[src/rtl/core/length_xor_frame_receiver_defines.svh]
// assertion macros for the length/xor frame receiver
// used by the rtl files that carry concurrent assertions; no other dependencies
`ifndef LENGTH_XOR_FRAME_RECEIVER_DEFINES_SVH
`define LENGTH_XOR_FRAME_RECEIVER_DEFINES_SVH
`ifndef SYNTHESIS
// combinational property, checked outside reset
`define LXFR_ASSERT(label, clk, rst, prop) \
   label: assert property (@(posedge clk) disable iff (rst) (prop)) \
      else $error("lxfr assertion failed");
// condition now implies result in the next cycle, checked outside reset
`define LXFR_ASSERT_NEXT(label, clk, rst, pre, post) \
   label: assert property (@(posedge clk) disable iff (rst) (pre) |=> (post)) \
      else $error("lxfr assertion failed");
// condition now implies result in the next cycle, checked through reset
`define LXFR_ASSERT_NEXT_ALWAYS(label, clk, pre, post) \
   label: assert property (@(posedge clk) (pre) |=> (post)) \
      else $error("lxfr assertion failed");
`else
`define LXFR_ASSERT(label, clk, rst, prop)
`define LXFR_ASSERT_NEXT(label, clk, rst, pre, post)
`define LXFR_ASSERT_NEXT_ALWAYS(label, clk, pre, post)
`endif
`endif

[src/rtl/core/lxfr_pkg.sv]
// shared constants and types for the length/xor frame receiver
// no dependencies
package lxfr_pkg;

   // receive buffer size in bytes, 4 .. 255
   localparam int RX_BUFFER_BYTES = 32;
   localparam int COUNT_W = $clog2(RX_BUFFER_BYTES + 1);
   localparam logic [COUNT_W-1:0] COUNT_LIMIT = COUNT_W'(RX_BUFFER_BYTES);

   localparam logic [7:0] XOR_SEED = 8'hFF;

   // frame positions
   localparam logic [COUNT_W-1:0] POS_LENGTH  = COUNT_W'(0);
   localparam logic [COUNT_W-1:0] POS_COMMAND = COUNT_W'(1);
   localparam logic [COUNT_W-1:0] POS_ARG_LO  = COUNT_W'(2);
   localparam logic [COUNT_W-1:0] POS_ARG_HI  = COUNT_W'(5);

   // known command range
   localparam logic [7:0] CMD_FIRST_KNOWN = 8'd1;
   localparam logic [7:0] CMD_LAST_KNOWN  = 8'd4;

   // result status codes
   localparam logic [1:0] STATUS_KNOWN     = 2'd0;
   localparam logic [1:0] STATUS_CSUM_ERR  = 2'd1;
   localparam logic [1:0] STATUS_OTHER_CMD = 2'd2;

   typedef struct packed {
      logic [1:0]         status;
      logic [7:0]         command_code;
      logic signed [15:0] arg_first;
      logic signed [15:0] arg_second;
   } lxfr_result_type;

endpackage

[src/rtl/core/length_xor_frame_receiver.sv]
// length-prefixed frame receiver with xor checksum, top level
// depends on lxfr_pkg, lxfr_parser and length_xor_frame_receiver_defines.svh
//
// usage:
//   req channel: one received byte per transaction on req_rx_byte, taken at a
//   clock edge where req_valid is high and req_stall is low.
//   rsp channel: one transaction per completed frame with rsp_status,
//   rsp_command_code, rsp_arg_first and rsp_arg_second; bytes that do not
//   complete a frame give no transaction.
//   result: the result of a frame's last byte is registered and shown on the
//   rsp side in the cycle after that byte is taken.
//   throughput: one byte per cycle when not stalled; the frame state is one
//   register update per byte and the result passes through one output register.
//   stall: while a result is held with rsp_stall high, req_stall is raised
//   so that the output register is not overwritten; it drops in the cycle the
//   result is taken, so a new byte can enter in that same cycle.
//   reset: clears the byte count, the running xor to 0xFF, the captured bytes
//   and the output valid.
`include "length_xor_frame_receiver_defines.svh"

module length_xor_frame_receiver
   import lxfr_pkg::*;
(
   input  logic               clock,
   input  logic               reset,
   input  logic               req_valid,
   output logic               req_stall,
   input  logic [7:0]         req_rx_byte,
   output logic               rsp_valid,
   input  logic               rsp_stall,
   output logic [1:0]         rsp_status,
   output logic [7:0]         rsp_command_code,
   output logic signed [15:0] rsp_arg_first,
   output logic signed [15:0] rsp_arg_second
);

   logic            byte_accept;
   logic            frame_done;
   lxfr_result_type frame_result;
   logic            rsp_valid_ff, rsp_valid_in;
   lxfr_result_type rsp_data_ff;

   // input may enter unless a held result is still waiting
   assign req_stall   = rsp_valid_ff && rsp_stall;
   assign byte_accept = req_valid && !req_stall;

   lxfr_parser u_parser (
      .clock        (clock),
      .reset        (reset),
      .byte_accept  (byte_accept),
      .rx_byte      (req_rx_byte),
      .frame_done   (frame_done),
      .frame_result (frame_result)
   );

   // output register
   always_comb begin
      rsp_valid_in = rsp_valid_ff && rsp_stall;
      if (byte_accept && frame_done) begin
         rsp_valid_in = 1'b1;
      end
   end

   always_ff @(posedge clock) begin
      if (reset) begin
         rsp_valid_ff <= 1'b0;
      end else begin
         rsp_valid_ff <= rsp_valid_in;
      end
   end

   always_ff @(posedge clock) begin
      if (byte_accept && frame_done) begin
         rsp_data_ff <= frame_result;
      end
   end

   assign rsp_valid        = rsp_valid_ff;
   assign rsp_status       = rsp_data_ff.status;
   assign rsp_command_code = rsp_data_ff.command_code;
   assign rsp_arg_first    = rsp_data_ff.arg_first;
   assign rsp_arg_second   = rsp_data_ff.arg_second;

   // checks
   `LXFR_ASSERT(a_err_payload_zero, clock, reset, !(rsp_valid_ff && rsp_status == STATUS_CSUM_ERR) || (rsp_command_code == 8'd0 && rsp_arg_first == 16'sd0 && rsp_arg_second == 16'sd0))
   `LXFR_ASSERT(a_known_cmd_range, clock, reset, !(rsp_valid_ff && rsp_status == STATUS_KNOWN) || (rsp_command_code >= CMD_FIRST_KNOWN && rsp_command_code <= CMD_LAST_KNOWN))
   `LXFR_ASSERT(a_status_legal, clock, reset, !rsp_valid_ff || rsp_status != 2'd3)
   `LXFR_ASSERT_NEXT(a_done_shows_result, clock, reset, byte_accept && frame_done, rsp_valid_ff && rsp_data_ff == $past(frame_result))
   `LXFR_ASSERT_NEXT_ALWAYS(a_reset_clears_valid, clock, reset, !rsp_valid_ff)

endmodule

[src/rtl/core/lxfr_parser.sv]
// frame state tracking: byte count, running xor, command and argument capture
// depends on lxfr_pkg
module lxfr_parser
   import lxfr_pkg::*;
(
   input  logic            clock,
   input  logic            reset,
   input  logic            byte_accept,
   input  logic [7:0]      rx_byte,
   output logic            frame_done,
   output lxfr_result_type frame_result
);

   logic [COUNT_W-1:0] count_ff, count_in;
   logic [7:0]         length_ff, length_in;
   logic [7:0]         xor_ff, xor_in;
   logic [7:0]         command_ff, command_in;
   logic [7:0]         args_ff [4];
   logic [7:0]         args_in [4];

   logic [COUNT_W-1:0] pos;
   logic [COUNT_W-1:0] taken;
   logic [COUNT_W-1:0] arg_offset;
   logic [7:0]         prior_xor;
   logic               frame_start;
   logic               bad;

   // position of this byte, with restart on buffer full
   always_comb begin
      pos         = (count_ff >= COUNT_LIMIT) ? POS_LENGTH : count_ff;
      frame_start = (pos == POS_LENGTH);
      taken       = pos + COUNT_W'(1);
      arg_offset  = pos - POS_ARG_LO;
      prior_xor   = frame_start ? XOR_SEED : xor_ff;
   end

   // capture of length, command and argument bytes
   always_comb begin
      length_in  = length_ff;
      command_in = command_ff;
      args_in    = args_ff;
      if (frame_start) begin
         length_in  = rx_byte;
         command_in = '0;
         for (int i = 0; i < 4; i++) begin
            args_in[i] = '0;
         end
      end else if (pos == POS_COMMAND) begin
         command_in = rx_byte;
      end else if (pos <= POS_ARG_HI) begin
         args_in[arg_offset[1:0]] = rx_byte;
      end
   end

   // completion check and result build
   always_comb begin
      frame_done = (length_in == 8'd0) || (8'(taken) >= length_in);
      bad        = (length_in == 8'd0) || (prior_xor != rx_byte);
      if (bad) begin
         frame_result.status       = STATUS_CSUM_ERR;
         frame_result.command_code = '0;
         frame_result.arg_first    = '0;
         frame_result.arg_second   = '0;
      end else begin
         frame_result.status = (command_in >= CMD_FIRST_KNOWN &&
                                command_in <= CMD_LAST_KNOWN) ? STATUS_KNOWN
                                                              : STATUS_OTHER_CMD;
         frame_result.command_code = command_in;
         frame_result.arg_first    = {args_in[0], args_in[1]};
         frame_result.arg_second   = {args_in[2], args_in[3]};
      end
      count_in = frame_done ? POS_LENGTH : taken;
      xor_in   = frame_done ? XOR_SEED : (prior_xor ^ rx_byte);
   end

   // frame state registers
   always_ff @(posedge clock) begin
      if (reset) begin
         count_ff   <= '0;
         length_ff  <= '0;
         xor_ff     <= XOR_SEED;
         command_ff <= '0;
         for (int i = 0; i < 4; i++) begin
            args_ff[i] <= '0;
         end
      end else if (byte_accept) begin
         count_ff   <= count_in;
         length_ff  <= length_in;
         xor_ff     <= xor_in;
         command_ff <= command_in;
         args_ff    <= args_in;
      end
   end

endmodule
[config.mk]
export PLATFORM = sky130hd
export DESIGN_NAME = length_xor_frame_receiver
export DESIGN_NICKNAME = d
export VERILOG_FILES = /design/src/rtl/core/lxfr_pkg.sv /design/src/rtl/core/length_xor_frame_receiver.sv /design/src/rtl/core/lxfr_parser.sv
export VERILOG_INCLUDE_DIRS = /design/src /design/src/rtl/core
export SDC_FILE = /design/constraint.sdc
export NUM_CORES = 1
export LEC_CHECK = 0
export ABC_AREA = 1
export BUFFER_PORTS_ARGS = -buffer_cell sky130_fd_sc_hd__buf_4
export CORE_AREA = 2 2 123 125
export CTS_BUF_LIST = sky130_fd_sc_hd__clkbuf_4 sky130_fd_sc_hd__clkbuf_8 sky130_fd_sc_hd__clkbuf_16
export CTS_CLUSTER_SIZE = 12
export DETAILED_ROUTE_END_ITERATION = 12
export DIE_AREA = 0 0 125 127
export PLACE_DENSITY_LB_ADDON = 0.25
export RECOVER_POWER = 100
export SLEW_MARGIN = 30
export SYNTH_ARGS = -nofsm -noshare
export SYNTH_HDL_FRONTEND = slang
export SYNTH_SLANG_ARGS = --single-unit
[constraint.sdc]
create_clock -name clock -period 11.4 [get_ports clock]
set_input_delay 1.71 -clock clock [delete_from_list [all_inputs] [get_ports clock]]
set_output_delay 1.71 -clock clock [all_outputs]
set_load 0.05 [all_outputs]
==> impl_metrics.ini <==
[power_and_ir_drop]
report.power.total_uw = 935.8
irDropWorstVdd_mv = 0.07685
pleak_nw = 2.239
power.density_nw_per_um2 = 166.9

[timing]
setup_viol = 0
tns_ns = 0
timing.final.max_slew_violations = 193
timing.final.crit_share_pct = 58.91
tightest_slew_ns = 3.586
worst_max_slew_margin_expressed_relative_to_the_limit_pct = -139.1
hold_viol_final = 0
layout_min_cycle_time_ns = 6.715
layout_setup_ws_ns = 4.685
maxClockFrequency_ghz = 0.1489
clk_skew_ns = 0.006279
rsz0062_at_grt = false

[setup_path]
crit_arrival_ns = 6.66
critical-path-max-stage-delay_ns = 1.39
critPathRequiredTime_ns = 11.35
cp_slowest_cell = nand2_1
critical_path.cell_chain = nor2_1 -> inv_1 -> ha_1 -> inv_1 -> a21oi_1 -> nand2_1 -> nand2_1 -> nand2_1 -> ha_1 -> a21boi_0 -> o21bai_1 -> nand2_1 -> nand2_1 -> nand2_1 -> nand2_1 -> nand2_1 -> nand2_1 -> inv_1 -> clkbuf_1
critical-path-top-cell-by-count = nand2_1
worst-setup-path-type = flip-flop to flip-flop
worst-path-max-fanout = 50
critical_path.endpoint_type = flip-flop
cp.buffers_inverters = 4
startpoint_type = flip-flop
timing.critical_path.max_delay_family = simple AND/OR/NAND/NOR gates

[yosys]
yosys_reg_bits = 105
ys.warnings.count = 0
synth_area_um2 = 5020
synthesis.area_per_instance_um2 = 8.537
post_synth_inst_count = 588
ys_types = 31
synth_fp_nets = 610
register_area_share_after_synthesis_pct = 50.25

[cts]
hold_buffers = 0
numCtsBuffers = 9
cts_htree_levels = 3
post-cts-setup-buffer-count = 0
clock-root-buffer = clkbuf_16
worst_skew_pair.late_latency_ns = 0.34
clk_path_buf_depth = 2
cts-resized-gates = 0
cts.sink_count = 105
cts.reportedPaths.clkPinSlew_ns = 0.07
cts_tree = done

[outcome]
result_of_the_run = finished with violations
violations = capacitance limit, slew limit

[floorplanning]
ioPinCount = 56
total_number_of_placement_rows = 44
die_width_um = 125
floorplan.initialDensity_pct = 34.80
chipHeight_um = 127
total_die_area_um2 = 15880
design.core.area_um2 = 14420

[drt]
route.antenna.remaining_nets = 0
route.detailed.drc = 0
met2WireLength_um = 5485
detailroute.wirelength.met3_um = 485
drt_iter0_drc = 262
detail_route.wl_per_cell_um = 14.22
routed_via_density = 4.911
top_signal_layer_used = met4
met1_wire_length_um = 5376
wirelength_um = 11520
dr.pass1.iters = 4
vias = 3978

[grt]
grt_max_degree = 99
first_global_vias = 3734
antenna_found_initial = 0
grt_pass1_wl_um = 18720
globalRouteOverflowTotal = 0
track_usage_pct = 14.47

[place]
gp_congestion = 0.8496
dp_worst_setup_slack_ns = 6.686
dp_hpwl_um = 7584
port_buffers = 55

[hold_path]
timing.hold.worst.class = flip-flop to flip-flop

[finish]
fill_cells = 1472
syn2layout_area_growth_pct = 11.71
antennaDiodeCount = 0
final_net_count = 643
layout-drive-gt1-share_pct = 11.98

[flow_run]
cap_viol_max_count = 3
## layer usage
| layer | up-vias | track usage [%] |
|---|---|---|
| li1 | 2024 | - |
| met1 | 1867 | 19.05 |
| met2 | 78 | 23.53 |
| met3 | 9 | 3.266 |
| met4 | 0 | 5.163 |
| met5 | - | 0 |
## final cells by class
type / instances / area [um^2] / area share [%]
Timing Repair Buffer: 58 / 262.8 / 4.685
Tap cell: 184 / 230.2 / 4.105
Clock buffer: 10 / 232.7 / 4.150
Multi-Input combinational cell: 378 / 2019 / 36.01
Inverter: 69 / 259.0 / 4.618
Sequential cell: 105 / 2522 / 44.98
Clock inverter: 6 / 81.33 / 1.450
## sequential cells by signal, indices dropped and copies added (netlist names)
register             count
u_parser.args_ff        32
rsp_arg_first           16
rsp_arg_second          16
rsp_command_code         8
u_parser.command_ff      8
u_parser.length_ff       8
u_parser.xor_ff          8
u_parser.count_ff        6
rsp_status               2
rsp_valid                1
## worst paths after layout
check / cells after the start / slack [ns] / startpoint / end
min: 2 / 0.49 / u_parser.xor_ff[0]$_SDFFE_PP1P_ / u_parser.xor_ff[0]$_SDFFE_PP1P_
min reg2reg: 2 / 0.49 / u_parser.xor_ff[0]$_SDFFE_PP1P_ / u_parser.xor_ff[0]$_SDFFE_PP1P_
max reg2reg: 19 / 4.68 / u_parser.count_ff[5]$_SDFFE_PP0P_ / rsp_command_code[0]$_SDFFCE_PP0P_
max: 19 / 4.68 / u_parser.count_ff[5]$_SDFFE_PP0P_ / rsp_command_code[0]$_SDFFCE_PP0P_
## worst min-delay path, delay by kind of cell (launching register included)
kind	cells	cell delay, ns
AOI/OAI and AO/OA	1	0.06
DFF	1	0.33
and+or+nand+nor	1	0.07
## synth_stat cells
cell      count  area (um^2)
o21ai_0      48        240.2
nor3_1        1        5.000
a21oi_1      58        290.3
buf_4         1        7.510
or2_2         7        43.79
o211ai_1     42        315.3
clkbuf_1     19        71.32
mux2i_1       1        10.01
nor2_2       40        250.2
nand2_1     108        405.4
buf_6         5        56.30
buf_2         8        40.04
and3_1        1        6.260
a21boi_0      1        7.510
nand2_2       3        18.77
dfxtp_1      63         1261
inv_1        67        251.5
inv_2         2        7.510
xor2_1        8        70.07
nand3_1      25        125.1
edfxtp_1     42         1261
nand3_4       1        17.52
nor2_1       19        71.32
a21oi_4       1        16.27
o21ai_2       1        8.760
nand3b_1      1        7.510
buf_1         2        7.510
o21bai_1      1        7.510
ha_1         10        125.1
xnor2_1       1        8.760
clkbuf_2      1        5.000
## per-stage QoR
step                hold WS, ns  cell area [um^2]  cells  utilization (%)
floorplan                0.4572              5020    588                -
global placement         0.4718              5498    794            38.12
detailed placement       0.4766              5498    794            38.12
CTS                      0.4946              5812    810            40.29
global route             0.5208              5608    810            38.88
finish                   0.4924              5608    810            38.88
## power by group
part	switching, mW	internal [mW]	leakage (nW)
registers	0.0110	0.414	0.910
logic	0.132	0.0531	1.17
clock network	0.132	0.194	0.155
## cells in the final DEF, fill, tap and decap left out, types with 2 or more instances in the layout
master / synthesis / layout
nor2_2: 40 / 39
or2_2: 7 / 7
bufinv_16: 0 / 2
edfxtp_1: 42 / 42
nand2_1: 108 / 110
clkbuf_16: 0 / 9
buf_4: 1 / 11
o211ai_1: 42 / 42
o21ai_0: 48 / 48
clkbuf_4: 0 / 2
inv_1: 67 / 67
a21oi_1: 58 / 59
clkbuf_1: 19 / 46
xor2_1: 8 / 8
dfxtp_1: 63 / 63
ha_1: 10 / 10
nand3_1: 25 / 26
clkinv_1: 0 / 3
nor2_1: 19 / 20
## logic make-up after synthesis
logic type               count (synthesis)  share of synthesized area (%)
AND/OR/NAND/NOR                        206                          18.94
AO/OA/AOI/OAI                          152                          17.65
buffers and inverters                  105                          8.898
flip-flops                             105                          50.25
adder cells (fa/ha/maj)                 10                          2.493
XOR/XNOR                                 9                          1.570
multiplexers                             1                         0.1994
Power figures use the tool's default switching activity.
